**config.mk**
```make
export PLATFORM = sky130hd
export DESIGN_NAME = gzip_header_stripper_top
export DESIGN_NICKNAME = d
export VERILOG_FILES = /design/src/hdl/gzhs_pkg.sv /design/src/hdl/gzip_header_stripper_top.sv
export VERILOG_INCLUDE_DIRS = /design/src /design/src/hdl
export SDC_FILE = /design/constraint.sdc
export NUM_CORES = 1
export LEC_CHECK = 0
export BUFFER_PORTS_ARGS = -buffer_cell sky130_fd_sc_hd__buf_2
export CAP_MARGIN = 20
export CORE_MARGIN = 1
export CORE_UTILIZATION = 50
export DETAILED_ROUTE_END_ITERATION = 8
export MAX_ROUTING_LAYER = met4
export PLACE_DENSITY = 0.65
export SLEW_MARGIN = 20
export SYNTH_ARGS = -nofsm -noshare
export SYNTH_HDL_FRONTEND = slang
export SYNTH_SLANG_ARGS = --single-unit
```
**constraint.sdc**
```tcl
create_clock -name clk -period 4.35 [get_ports clk]
set_clock_uncertainty 0.1 [all_clocks]
set_input_delay 0.435 -clock clk [delete_from_list [all_inputs] [get_ports clk]]
set_output_delay 0.435 -clock clk [all_outputs]
set_load 0.005 [all_outputs]
```
**src/hdl/gzip_header_stripper_top_macros.svh**
```systemverilog
// ----------------------------------------------------------------------------
// gzip header stripper assertion macros
// shared concurrent assertion forms, clocked on clk and held off in reset
// ----------------------------------------------------------------------------
`ifndef GZIP_HEADER_STRIPPER_TOP_MACROS_SVH
`define GZIP_HEADER_STRIPPER_TOP_MACROS_SVH

// property holds at every edge out of reset
`define GZHS_ASSERT(label, prop, msg) \
  label: assert property (@(posedge clk) disable iff (!rst_n) (prop)) else $error(msg);

// consequence holds in the cycle after the antecedent
`define GZHS_ASSERT_NEXT(label, ante, cons, msg) \
  label: assert property (@(posedge clk) disable iff (!rst_n) (ante) |=> (cons)) \
    else $error(msg);

`endif

```
**src/hdl/gzhs_pkg.sv**
```systemverilog
// ----------------------------------------------------------------------------
// gzhs_pkg
// word types and constants of the gzip header stripper
// ----------------------------------------------------------------------------
`timescale 1ns / 1ps

package gzhs_pkg;

  typedef struct packed {
    logic [7:0] in_byte;
    logic       end_of_stream;
  } in_word_t;

  typedef struct packed {
    logic       kind;
    logic [7:0] out_byte;
    logic       status;
    logic       is_last;
  } out_word_t;

  localparam logic [7:0] MAGIC0      = 8'h1F;
  localparam logic [7:0] MAGIC1      = 8'h8B;
  localparam logic [7:0] METHOD_DEFL = 8'h08;

  localparam logic [4:0] FLG_FHCRC    = 5'h02;
  localparam logic [4:0] FLG_FEXTRA   = 5'h04;
  localparam logic [4:0] FLG_FNAME    = 5'h08;
  localparam logic [4:0] FLG_FCOMMENT = 5'h10;

  localparam logic KIND_PAYLOAD = 1'b0;
  localparam logic KIND_STATUS  = 1'b1;

  localparam logic STATUS_OK  = 1'b0;
  localparam logic STATUS_ERR = 1'b1;

  localparam int unsigned FIXED_HDR_LEN = 10;
  localparam int unsigned TRAILER_LEN   = 8;

endpackage

```
**src/hdl/gzip_header_stripper_top.sv**
```systemverilog
// ----------------------------------------------------------------------------
// gzip_header_stripper_top
// strips the gzip member header and passes the deflate payload on
// ----------------------------------------------------------------------------
// Takes one stream byte per cycle while in_ready is high and updates the
// header parse state in a single registered step; results appear at the
// output in the cycle after the byte is taken. The output register holds up
// to two words: the byte that ends a stream with a full trailer line produces
// a payload word and the status word, and in_ready then stays low until the
// payload word is taken. Every other byte yields at most one word. The last
// eight bytes of a stream are held in an eight-byte shift line and never
// passed on. A bad magic or method byte yields an error status at once and
// the rest of the stream is dropped with no second status.
`timescale 1ns / 1ps
`include "gzip_header_stripper_top_macros.svh"

module gzip_header_stripper_top (
  input  logic                clk,
  input  logic                rst_n,
  input  logic                in_valid,
  output logic                in_ready,
  input  gzhs_pkg::in_word_t  in_data,
  output logic                out_valid,
  input  logic                out_ready,
  output gzhs_pkg::out_word_t out_data
);

  typedef enum logic [2:0] {
    PH_FIXED,
    PH_XLEN,
    PH_XDATA,
    PH_NAME,
    PH_COMMENT,
    PH_HCRC,
    PH_PAYLOAD,
    PH_DISCARD
  } phase_t;

  localparam int unsigned TRL = gzhs_pkg::TRAILER_LEN;

  phase_t     phase_r, phase_nxt;
  logic [3:0] pos_r, pos_nxt;
  logic [4:0] flags_r, flags_nxt;
  logic [15:0] xrem_r, xrem_nxt;
  logic [7:0] xlow_r, xlow_nxt;
  logic [3:0] fill_r, fill_nxt;
  logic [TRL-1:0][7:0] dly_r;
  logic       dly_shift;

  gzhs_pkg::out_word_t res0_r, res1_r, r0, r1;
  logic [1:0] cnt_r, n_res;

  logic in_acc, out_acc;
  logic [7:0] b;
  logic eos, bad, emit;
  logic dly_full;

  // first optional field at or after 'from' whose flag is set
  function automatic phase_t enter_from(phase_t from, logic [4:0] fl);
    phase_t p;
    p = PH_PAYLOAD;
    priority if (from <= PH_XLEN && (fl & gzhs_pkg::FLG_FEXTRA) != '0)
      p = PH_XLEN;
    else if (from <= PH_NAME && (fl & gzhs_pkg::FLG_FNAME) != '0)
      p = PH_NAME;
    else if (from <= PH_COMMENT && (fl & gzhs_pkg::FLG_FCOMMENT) != '0)
      p = PH_COMMENT;
    else if (from <= PH_HCRC && (fl & gzhs_pkg::FLG_FHCRC) != '0)
      p = PH_HCRC;
    return p;
  endfunction

  assign out_valid = (cnt_r != 2'd0);
  assign out_data  = res0_r;
  assign out_acc   = out_valid && out_ready;
  // room when empty, or once the last buffered word leaves this cycle
  assign in_ready  = (cnt_r == 2'd0) || (cnt_r == 2'd1 && out_ready);
  assign in_acc    = in_valid && in_ready;

  assign b        = in_data.in_byte;
  assign eos      = in_data.end_of_stream;
  assign dly_full = (fill_r == 4'(TRL));

  always_comb begin
    phase_nxt = phase_r;
    pos_nxt   = pos_r;
    flags_nxt = flags_r;
    xrem_nxt  = xrem_r;
    xlow_nxt  = xlow_r;
    fill_nxt  = fill_r;
    dly_shift = 1'b0;
    bad       = 1'b0;
    emit      = 1'b0;
    r0        = '0;
    r1        = '0;
    n_res     = 2'd0;

    unique case (phase_r)
      PH_FIXED: begin
        bad = (pos_r == 4'd0 && b != gzhs_pkg::MAGIC0) ||
              (pos_r == 4'd1 && b != gzhs_pkg::MAGIC1) ||
              (pos_r == 4'd2 && b != gzhs_pkg::METHOD_DEFL);
        if (bad) begin
          phase_nxt = PH_DISCARD;
        end else begin
          if (pos_r == 4'd3) flags_nxt = b[4:0];
          if (pos_r >= 4'(gzhs_pkg::FIXED_HDR_LEN - 1)) begin
            pos_nxt   = '0;
            phase_nxt = enter_from(PH_XLEN, flags_r);
          end else begin
            pos_nxt = pos_r + 4'd1;
          end
        end
      end
      PH_XLEN: begin
        if (pos_r == 4'd0) begin
          xlow_nxt = b;
          pos_nxt  = 4'd1;
        end else if ({b, xlow_r} == 16'd0) begin
          pos_nxt   = '0;
          phase_nxt = enter_from(PH_NAME, flags_r);
        end else begin
          xrem_nxt  = {b, xlow_r};
          phase_nxt = PH_XDATA;
        end
      end
      PH_XDATA: begin
        if (xrem_r != '0) xrem_nxt = xrem_r - 16'd1;
        if (xrem_r <= 16'd1) begin
          pos_nxt   = '0;
          phase_nxt = enter_from(PH_NAME, flags_r);
        end
      end
      PH_NAME: begin
        if (b == 8'd0) begin
          pos_nxt   = '0;
          phase_nxt = enter_from(PH_COMMENT, flags_r);
        end
      end
      PH_COMMENT: begin
        if (b == 8'd0) begin
          pos_nxt   = '0;
          phase_nxt = enter_from(PH_HCRC, flags_r);
        end
      end
      PH_HCRC: begin
        if (pos_r == 4'd0) begin
          pos_nxt = 4'd1;
        end else begin
          pos_nxt   = '0;
          phase_nxt = PH_PAYLOAD;
        end
      end
      PH_PAYLOAD: begin
        dly_shift = 1'b1;
        emit      = dly_full;
        if (!dly_full) fill_nxt = fill_r + 4'd1;
      end
      PH_DISCARD: begin
      end
      default: begin
      end
    endcase

    if (bad) begin
      r0.kind    = gzhs_pkg::KIND_STATUS;
      r0.status  = gzhs_pkg::STATUS_ERR;
      r0.is_last = 1'b1;
      n_res      = 2'd1;
    end else begin
      if (emit) begin
        r0.kind     = gzhs_pkg::KIND_PAYLOAD;
        r0.out_byte = dly_r[0];
        r0.is_last  = !eos;
        n_res       = 2'd1;
      end
      if (eos && phase_nxt != PH_DISCARD) begin
        r1.kind    = gzhs_pkg::KIND_STATUS;
        r1.status  = (phase_nxt == PH_PAYLOAD && fill_nxt == 4'(TRL)) ?
                     gzhs_pkg::STATUS_OK : gzhs_pkg::STATUS_ERR;
        r1.is_last = 1'b1;
        if (emit) begin
          n_res = 2'd2;
        end else begin
          r0    = r1;
          n_res = 2'd1;
        end
      end
    end

    // stream end returns the parse state to the start of a new member
    if (eos) begin
      phase_nxt = PH_FIXED;
      pos_nxt   = '0;
      flags_nxt = '0;
      xrem_nxt  = '0;
      xlow_nxt  = '0;
      fill_nxt  = '0;
    end
  end

  always_ff @(posedge clk) begin
    if (!rst_n) begin
      phase_r <= PH_FIXED;
      pos_r   <= '0;
      flags_r <= '0;
      xrem_r  <= '0;
      xlow_r  <= '0;
      fill_r  <= '0;
      cnt_r   <= 2'd0;
    end else begin
      if (in_acc) begin
        phase_r <= phase_nxt;
        pos_r   <= pos_nxt;
        flags_r <= flags_nxt;
        xrem_r  <= xrem_nxt;
        xlow_r  <= xlow_nxt;
        fill_r  <= fill_nxt;
        cnt_r   <= n_res;
        res0_r  <= r0;
        res1_r  <= r1;
        // oldest byte sits in entry 0, new byte enters at the top
        if (dly_shift) dly_r <= {b, dly_r[TRL-1:1]};
      end else if (out_acc) begin
        cnt_r  <= cnt_r - 2'd1;
        res0_r <= res1_r;
      end
    end
  end

  `GZHS_ASSERT(a_cnt_range, cnt_r != 2'd3, "output buffer count out of range")
  `GZHS_ASSERT(a_fill_range, fill_r <= 4'(TRL), "trailer line fill beyond depth")
  `GZHS_ASSERT(a_pair_order,
    (cnt_r != 2'd2) ||
    (res0_r.kind == gzhs_pkg::KIND_PAYLOAD && !res0_r.is_last &&
     res1_r.kind == gzhs_pkg::KIND_STATUS && res1_r.is_last),
    "buffered pair is not payload then status")
  `GZHS_ASSERT(a_status_clean,
    !(out_valid && out_data.kind == gzhs_pkg::KIND_STATUS) || out_data.out_byte == 8'd0,
    "status word carries a data byte")
  `GZHS_ASSERT_NEXT(a_eos_clear, in_acc && eos,
    phase_r == PH_FIXED && fill_r == 4'd0 && flags_r == 5'd0,
    "state not cleared after stream end")

endmodule
```
==> implementation parameters, run 1 <==
Parameter                              Value

Run status
  Outcome ... complete, no violations

Route
  Sum of routed wire length over all layers ... 11.2 mm
  Average wire length per cell after detail routing ... 16.7 um
  Via count ... 3924
  Number of remaining DRC errors ... 0
  Router iterations before antenna repair ... 5
  Antenna Violating Nets Remaining ... 0
  DR iter-0 viols ... 227
  Vias/cell ... 5.87

Finish
  Layout cells sized above 1 ... 0.147
  Relative area change from synthesis to final layout ... 16.5%
  Most frequent cells in the layout ... edfxtp_1, nor2_1, dfxtp_1, nand2_1, a21oi_1
  Most frequent standard cell in the layout excluding fill and tap cells ... edfxtp_1
  Number of antenna cells inserted ... 0
  Share of the core filled with cells in the final layout ... 0.600
  Post-layout net count ... 546
  Finished layout cell area ... 6160 um2

Synthesis
  Post-synth EDFFs ... 77
  Proportion of synthesized flip-flops having asynchronous set or reset ... 0
  Proportion of netlist area held by the largest area contributor ... 0.437
  Syn Std Cell Area ... 5290 um2
  Flip-flop cell with the highest count after synthesis ... edfxtp_1
  Yosys top cell by area ... edfxtp_1
  Net Count, Synth ... 513
  Warnings, synthesis ... 0
  Yosys reg bits ... 118
  Cells after Synth ... 486
  Leading post-synthesis cells by cell area ... edfxtp_1, dfxtp_1, nor2_1
  Mean instance size in the synthesized netlist ... 10.9 um2
  Register area share after synthesis ... 0.592
  Number of library cell types mapped by synthesis ... 62

Floorplan
  Number of rows created at floorplan ... 37
  Vertical die dimension ... 105 um
  Die ar. ... 11000 um2
  Horiz. Die Dim ... 105 um
  Effective utilization at floorplan ... 0.515
  Area of the core ... 10300 um2
  I/O pin total ... 26

Power and ir drop
  Worst-case vdd ir drop ... 272 uV
  P_int ... 2.29 mW
  Overall power consumption ... 3.18 mW
  Combinational power share ... 0.178
  Power per cell area ... 516 nW/um2
  Reg power frac ... 0.404
  Leakage ... 2.21 nW
  Switching power of the nets ... 0.889 mW
  Clock group share of total power ... 0.418
  Share of total power consumed by net switching ... 0.280

Worst setup path
  Worst setup path startpoint ... phase_r[1]$_SDFFE_PN0P_
  Crit path DAT ... 3.67 ns
  Total stage count of the critical path ... 9
  Slowest-stage cell, CP ... dfxtp_1
  Startpoint kind of the worst setup timing path ... register
  CP max stage delay ... 0.66 ns
  WP buf/inv ... 0
  Setup slack, reg-to-reg ... 0.96 ns
  Launch point of the worst reg-to-reg path ... phase_r[1]$_SDFFE_PN0P_
  Capturing instance or port of the critical path ... cnt_r[0]$_SDFFE_PN0P_
  CP required ... 4.63 ns
  Largest fanout on the critical path ... 16
  Series of cell instances along the critical path ... or3b_1 > or4_1 > o22a_1 > and2_4 > a21o_1 > o211a_1 > ha_1 > o21ai_0 > a21oi_1
  Cell family with most CP delay ... simple AND/OR/NAND/NOR gates
  Critical register-to-register path endpoint ... cnt_r[0]$_SDFFE_PN0P_
  Kind of capture point of the worst setup path ... register
  Depth of the worst register-to-register path ... 9
  Worst Path Class, Setup ... reg -> reg

Clock network
  Root cell of the clock tree ... clkbuf_8
  TritonCTS clock tree ... built
  Hold-fix buffers, CTS ... 0
  Clock-pin transition on the worst setup and hold timing paths ... 0.06 ns
  CTS H-tree lvls ... 4
  CTS Buf Count ... 17
  Setup repair bufs after CTS ... 0
  CTS resizes ... 0
  Insertion delay of the later-clocked pin in the worst-skew pair ... 0.51 ns
  Largest buffer count on any clock path ... 2
  # clock sinks ... 118

Timing
  Setup TNS ... 0 ns
  Final Max Slew Viols ... 0
  Slew at the pin closest to its max-slew limit ... 0.947 ns
  RSZ-0062 raised after global routing ... false
  Final worst path period share ... 0.779
  Hold slack final ... 0.0931 ns
  Post-layout minimum cycle time ... 3.39 ns
  Final setup violation count ... 0
  Maximum clock frequency ... 295 MHz
  Number of hold-slack violations in the final timing report ... 0
  Relative slew margins ... 0.364

Placed design
  Port Buffer Count ... 25
  Dpl cell area ... 5590 um2
  Final HPWL DP ... 7.59 mm
  Final GP Congestion ... 0.912

Flow run
  Max-cap violations ... 0

Global route
  Number of antenna violations at the first check in global routing ... 0
  Number of global-route vias before repair ... 3753
  Total global-route track usage ... 0.225
  Total congestion overflow after global routing ... 0
  Wire length of the first global-routing pass ... 18.5 mm
  Pin count of the biggest net entering global routing ... 57

Min path
  Min-Delay Path Class ... in -> reg
[sequential cells by signal, indices dropped and copies added (netlist names)]
| signal | flops |
|---|---|
| dly_r | 64 |
| res1_r | 2 |
| phase_r | 3 |
| out_data | 11 |
| xlow_r | 8 |
| fill_r | 4 |
| xrem_r | 16 |
| cnt_r | 2 |
| flags_r | 4 |
| pos_r | 4 |
[worst min path at each step]
stage | from | to | cells after the start
after floorplan | dly_r[8]$_DFFE_PP_ | dly_r[0]$_DFFE_PP_ | 0
after global placement | dly_r[28]$_DFFE_PP_ | dly_r[20]$_DFFE_PP_ | 0
after detailed placement | dly_r[9]$_DFFE_PP_ | dly_r[1]$_DFFE_PP_ | 0
after CTS | in_data[6] | dly_r[61]$_DFFE_PP_ | 1
after global routing | in_data[6] | dly_r[61]$_DFFE_PP_ | 1
final | in_data[6] | dly_r[61]$_DFFE_PP_ | 1
[cell usage after synthesis, types with 3 or more instances]
cell type	n
o22ai_1	3
ha_1	14
o21ai_0	23
a21oi_1	29
nand2_1	31
o21a_1	4
a2111oi_0	4
nor4_1	11
a22oi_1	17
and2_1	11
nor2b_1	4
edfxtp_1	77
or2_2	4
inv_1	13
clkbuf_1	17
nand4_1	5
nor3_1	12
a211oi_1	6
a311oi_1	3
dfxtp_1	41
or3_1	4
nand2b_1	6
nor2_1	72
xor2_1	3
o31ai_1	5
buf_2	3
nand3b_1	4
nand3_1	13
[layer usage]
layer	track usage	wire length, um	vias up
li1	-	-	1887
met1	0.290	5080	1874
met2	0.348	5290	138
met3	0.0381	553	25
met4	0.104	252	0
met5	-	0	-
[power groups by stage]
stage	sequential, mW	clock [mW]	combinational [mW]
floorplan	1.28	0	0.415
global placement	1.31	0	0.550
detailed placement	1.31	0	0.558
CTS	1.28	1.35	0.562
global route	1.29	1.41	0.633
finish	1.28	1.33	0.568
[per-stage QoR]
| step | instances | setup slack (ns) |
|---|---|---|
| after global placement | 636 | 0.942 |
| after CTS | 668 | 0.987 |
| after detailed placement | 636 | 0.842 |
| after floorplan | 486 | 0.454 |
| after global routing | 668 | 0.785 |
| final | 668 | 0.960 |
[cell families after synthesis]
logic type / share of synthesized area
buf+inv: 0.0255
mux: 0.00378
simple gates: 0.179
fa+ha+maj: 0.0331
xor+xnor: 0.00828
compound gates: 0.158
flops: 0.592
[area by class of cell]
type / instances / area [um2]
Fill cell: 868 / 4110
Sequential cell: 118 / 3130
Multi-Input combinational cell: 333 / 2020
Clock buffer: 20 / 445
Timing Repair Buffer: 35 / 213
Tap cell: 136 / 170
Clock inverter: 12 / 128
Inverter: 14 / 52.6
Note: power is estimated with default switching activity, not from simulation.
==> run 2: changes to the inputs <==
Clock period 4.35 ns to 3.3 ns, I/O delays scaled along.
==> implementation parameters, run 2 (synthesized netlist as in run 1, its figures left out) <==
Parameter                              Value

Run status
  Outcome ... complete, no violations

Clock network
  Setup repair bufs after CTS ... 0
  TritonCTS clock tree ... built
  CTS H-tree lvls ... 4
  CTS Buf Count ... 17
  Clock-pin transition on the worst setup and hold timing paths ... 0.06 ns
  # clock sinks ... 118
  Insertion delay of the later-clocked pin in the worst-skew pair ... 0.51 ns
  Root cell of the clock tree ... clkbuf_8
  Largest buffer count on any clock path ... 2

Placed design
  Final HPWL DP ... 7.67 mm
  Final GP Congestion ... 0.914
  Port Buffer Count ... 25

Finish
  Largest register FFs ... 64
  Layout cells sized above 1 ... 0.176
  Register ranked first by flip-flop count ... dly_r
  Number of antenna cells inserted ... 0
  Most frequent cells in the layout ... edfxtp_1, nor2_1, dfxtp_1, nand2_1, a21oi_1
  Number of fill cells in the layout ... 866
  Post-layout net count ... 571
  Relative area change from synthesis to final layout ... 20.6%
  Most frequent standard cell in the layout excluding fill and tap cells ... edfxtp_1

Floorplan
  Horiz. Die Dim ... 105 um
  Number of rows created at floorplan ... 37
  Area of the core ... 10300 um2
  Die ar. ... 11000 um2
  Effective utilization at floorplan ... 0.515
  Vertical die dimension ... 105 um
  I/O pin total ... 26

Worst setup path
  Critical register-to-register path endpoint ... cnt_r[0]$_SDFFE_PN0P_
  Crit path DAT ... 3.43 ns
  Launch point of the worst reg-to-reg path ... pos_r[1]$_SDFFE_PN0P_
  Startpoint kind of the worst setup timing path ... register
  Largest fanout on the critical path ... 5
  CP required ... 3.59 ns
  Worst Path Class, Setup ... reg -> reg
  Depth of the worst register-to-register path ... 12
  Setup slack, reg-to-reg ... 0.16 ns
  Kind of capture point of the worst setup path ... register

Timing
  Number of hold-slack violations in the final timing report ... 0
  Setup TNS ... 0 ns
  Final worst path period share ... 0.952
  RSZ-0062 raised after global routing ... false
  Post-layout minimum cycle time ... 3.14 ns
  Maximum clock frequency ... 318 MHz
  Final setup violation count ... 0
  Hold slack final ... 0.0787 ns
  Relative slew margins ... 0.466
  Final Max Slew Viols ... 0
  Slew at the pin closest to its max-slew limit ... 0.797 ns

Global route
  Wire length of the first global-routing pass ... 18.7 mm
  Number of global-route vias before repair ... 3836
  Met3 global-route usage ... 0.0493
  Met1 demand-to-capacity share in global routing ... 0.263
  Pin count of the biggest net entering global routing ... 32
  Total global-route track usage ... 0.226
  Number of antenna violations at the first check in global routing ... 0
  Met2 Resource Use GR ... 0.379
  Total congestion overflow after global routing ... 0
  Grt peak-use layer ... met2

Power and ir drop
  Overall power consumption ... 4.22 mW
  Leakage ... 2.33 nW
  Worst-case vdd ir drop ... 337 uV
  Power per cell area ... 662 nW/um2

Flow run
  Max-cap violations ... 0

Route
  DR iter-0 viols ... 187
  Sum of routed wire length over all layers ... 11.1 mm
  Router iterations before antenna repair ... 5
  Antenna Violating Nets Remaining ... 0
  Via count ... 4003
  Average wire length per cell after detail routing ... 16.1 um
  Number of remaining DRC errors ... 0
  Vias/cell ... 5.78

Min path
  Worst Hold Depth ... 2
  Min-Delay Path Class ... in -> reg
  Worst hold endpoint ... dly_r[59]$_DFFE_PP_
  Hold path startpoint ... in_data[4]
==> run 2: through the flow <==
step	instances	setup WS [ns]	utilization	area, um2
after global routing	693	0.00808	0.621	6380
final	693	0.159	0.621	6380
after detailed placement	654	0.167	0.557	5730
after floorplan	486	0.0886	-	5290
after CTS	693	0.153	0.620	6370
after global placement	654	0.227	0.557	5730
==> run 2: where the power goes <==
part / internal [mW] / total (mW) / switching (mW) / leakage (nW)
Sequential: 1.63 / 1.67 / 0.0431 / 1.03
Combinational: 0.321 / 0.815 / 0.494 / 1.03
Clock: 1.07 / 1.73 / 0.663 / 0.269
Total: 3.02 / 4.22 / 1.20 / 2.33
==> run 2: what timing repair did <==
action,4_1_cts,5_1_grt
setup endpoints to repair,0,5
hold buffers,7,0
hold endpoints to repair,7,0
gates resized for setup,0,2
==> run 2: layer usage <==
metal	share of wire	vias to the layer above	routed length, um
li1	-	1942	-
met1	0.43	1918	4790
met2	0.51	128	5670
met3	0.048	15	538
met4	0.011	0	124
met5	0	-	0
==> run 2: layout make-up <==
class / count / area, um2 / area share
timing repair buffer: 60 / 418 / 0.0655
clock inverter: 12 / 118 / 0.0184
multi-input combinational: 333 / 2030 / 0.318
tap: 136 / 170 / 0.0267
inverter: 14 / 52.6 / 0.00824
sequential: 118 / 3130 / 0.491
clock buffer: 20 / 457 / 0.0716
==> run 2: worst max-delay path, cell delays in order (launching register included) <==
cell	delay, ns
dfxtp_1	0.39
inv_1	0.11
ha_1	0.21
or3b_2	0.49
nand2_1	0.13
nor2_1	0.07
o32a_1	0.17
a2111oi_1	0.44
buf_4	0.20
o211a_1	0.22
ha_1	0.25
o21ai_0	0.17
a21oi_1	0.08
==> run 2: how the worst max path moves through the flow <==
stage	end	startpoint	slack [ns]	depth (start not counted)
global route	cnt_r[0]$_SDFFE_PN0P_	pos_r[0]$_SDFFE_PN0P_	0.008	11
floorplan	dly_r[0]$_DFFE_PP_	phase_r[2]$_SDFFE_PN0P_	0.09	7
CTS	cnt_r[0]$_SDFFE_PN0P_	pos_r[1]$_SDFFE_PN0P_	0.15	12
global placement	cnt_r[0]$_SDFFE_PN0P_	in_data[5]	0.23	11
finish	cnt_r[0]$_SDFFE_PN0P_	pos_r[1]$_SDFFE_PN0P_	0.16	12
detailed placement	cnt_r[0]$_SDFFE_PN0P_	pos_r[1]$_SDFFE_PN0P_	0.17	12
==> run 3: changes to the inputs <==
Settings changed: CORE_UTILIZATION 50 to 54, PLACE_DENSITY 0.65 to 0.7.
==> implementation parameters, run 3 (synthesized netlist as in run 1, its figures left out) <==
Parameter                              Value

Run status
  Outcome ... complete, no violations

Clock network
  CTS H-tree lvls ... 4
  Root cell of the clock tree ... clkbuf_8
  CTS Buf Count ... 17
  Clock-pin transition on the worst setup and hold timing paths ... 0.06 ns
  Insertion delay of the later-clocked pin in the worst-skew pair ... 0.51 ns
  TritonCTS clock tree ... built
  Largest buffer count on any clock path ... 2
  # clock sinks ... 118

Global route
  Number of global-route vias before repair ... 3973
  Total congestion overflow after global routing ... 0
  Wire length of the first global-routing pass ... 18.9 mm
  Number of antenna violations at the first check in global routing ... 0
  Total global-route track usage ... 0.256
  Pin count of the biggest net entering global routing ... 65

Floorplan
  I/O pin total ... 26
  Number of rows created at floorplan ... 35
  Horiz. Die Dim ... 101 um
  Effective utilization at floorplan ... 0.564
  Vertical die dimension ... 101 um
  Area of the core ... 9370 um2
  Die ar. ... 10200 um2

Finish
  Largest register FFs ... 64
  Most frequent standard cell in the layout excluding fill and tap cells ... edfxtp_1
  Relative area change from synthesis to final layout ... 19.6%
  Most frequent cells in the layout ... edfxtp_1, nor2_1, dfxtp_1, nand2_1, a21oi_1
  Layout cells sized above 1 ... 0.168
  Share of the core filled with cells in the final layout ... 0.675
  Post-layout net count ... 562
  Number of fill cells in the layout ... 736
  Number of antenna cells inserted ... 0
  Final non-filler cell total ... 677
  Register ranked first by flip-flop count ... dly_r

Timing
  Setup TNS ... 0 ns
  Final setup violation count ... 0
  Number of hold-slack violations in the final timing report ... 0
  Slew at the pin closest to its max-slew limit ... 0.793 ns
  Relative slew margins ... 0.469
  RSZ-0062 raised after global routing ... false
  Final Max Slew Viols ... 0
  Hold slack final ... 0.0244 ns
  Post-layout minimum cycle time ... 3.12 ns
  Final worst path period share ... 0.944
  Maximum clock frequency ... 321 MHz

Flow run
  Max-cap violations ... 0

Min path
  Min-Delay Path Class ... in -> reg

Worst setup path
  Largest fanout on the critical path ... 5
  Worst Path Class, Setup ... reg -> reg
  Kind of capture point of the worst setup path ... register
  CP required ... 3.60 ns
  Crit path DAT ... 3.41 ns
  Startpoint kind of the worst setup timing path ... register

Placed design
  Port Buffer Count ... 25
  Final GP Congestion ... 0.877
  Placed cells ... 640
  Final HPWL DP ... 7.50 mm

Route
  Average wire length per cell after detail routing ... 16.8 um
  Vias/cell ... 5.93
  DR iter-0 viols ... 324
  Via count ... 4012
  Antenna Violating Nets Remaining ... 0
  Number of remaining DRC errors ... 0
  Sum of routed wire length over all layers ... 11.4 mm
  Router iterations before antenna repair ... 5

Power and ir drop
  Power per cell area ... 688 nW/um2
  Worst-case vdd ir drop ... 463 uV
  Leakage ... 2.31 nW
## run 3: layer usage
| metal | global-route usage | vias to the layer above | wire length (um) |
|---|---|---|---|
| met5 | - | - | 0 |
| met4 | 0.106 | 0 | 176 |
| met3 | 0.0527 | 17 | 644 |
| met2 | 0.430 | 148 | 5720 |
| met1 | 0.300 | 1922 | 4850 |
| li1 | - | 1925 | - |
## run 3: report_power, final
| group | internal (mW) | leakage (nW) | switching [mW] |
|---|---|---|---|
| clock network | 1.17 | 0.294 | 0.704 |
| logic | 0.309 | 0.982 | 0.496 |
| registers | 1.63 | 1.03 | 0.0430 |
## run 3: worst paths after layout
path | start | to | slack (ns) | depth (start not counted)
min reg2reg | dly_r[31]$_DFFE_PP_ | dly_r[23]$_DFFE_PP_ | 0.31 | 0
max | pos_r[0]$_SDFFE_PN0P_ | cnt_r[0]$_SDFFE_PN0P_ | 0.18 | 11
min | in_data[3] | dly_r[58]$_DFFE_PP_ | 0.02 | 1
max reg2reg | pos_r[0]$_SDFFE_PN0P_ | cnt_r[0]$_SDFFE_PN0P_ | 0.18 | 11
## run 3: area by class of cell
cell class / count / area [um2] / area share
Clock inverter: 15 / 191 / 0.0303
Inverter: 14 / 52.6 / 0.00831
Tap cell: 129 / 161 / 0.0255
Sequential cell: 118 / 3130 / 0.495
Timing Repair Buffer: 51 / 345 / 0.0546
Clock buffer: 17 / 414 / 0.0655
Multi-Input combinational cell: 333 / 2030 / 0.321
## run 3: stage by stage
stage / setup slack, ns / cell area [um2] / total power, mW
6_report: 0.185 / 6330 / 4.35
5_1_grt: 0.0140 / 6330 / 4.54
4_1_cts: 0.176 / 6320 / 4.37
2_1_floorplan: 0.0886 / 5290 / 2.24
3_3_place_gp: 0.296 / 5670 / 2.47
3_5_place_dp: 0.235 / 5670 / 2.49
## run 3: repair_timing
item / in CTS / in global routing
buffers inserted: 0 / 0
endpoints found under the hold margin: 5 / 0
setup endpoints to repair: 0 / 2
hold buffers: 5 / 0
resized for setup: 0 / 2
## run 3: worst max-delay path, cell delays in order (launching register included)
cell,delay (ns)
dfxtp_1,0.41
inv_1,0.13
ha_1,0.20
or3b_2,0.20
or4b_1,0.50
o22a_1,0.25
and2_4,0.17
a21o_1,0.18
o211a_1,0.29
ha_1,0.30
o21ai_0,0.18
a21oi_1,0.08
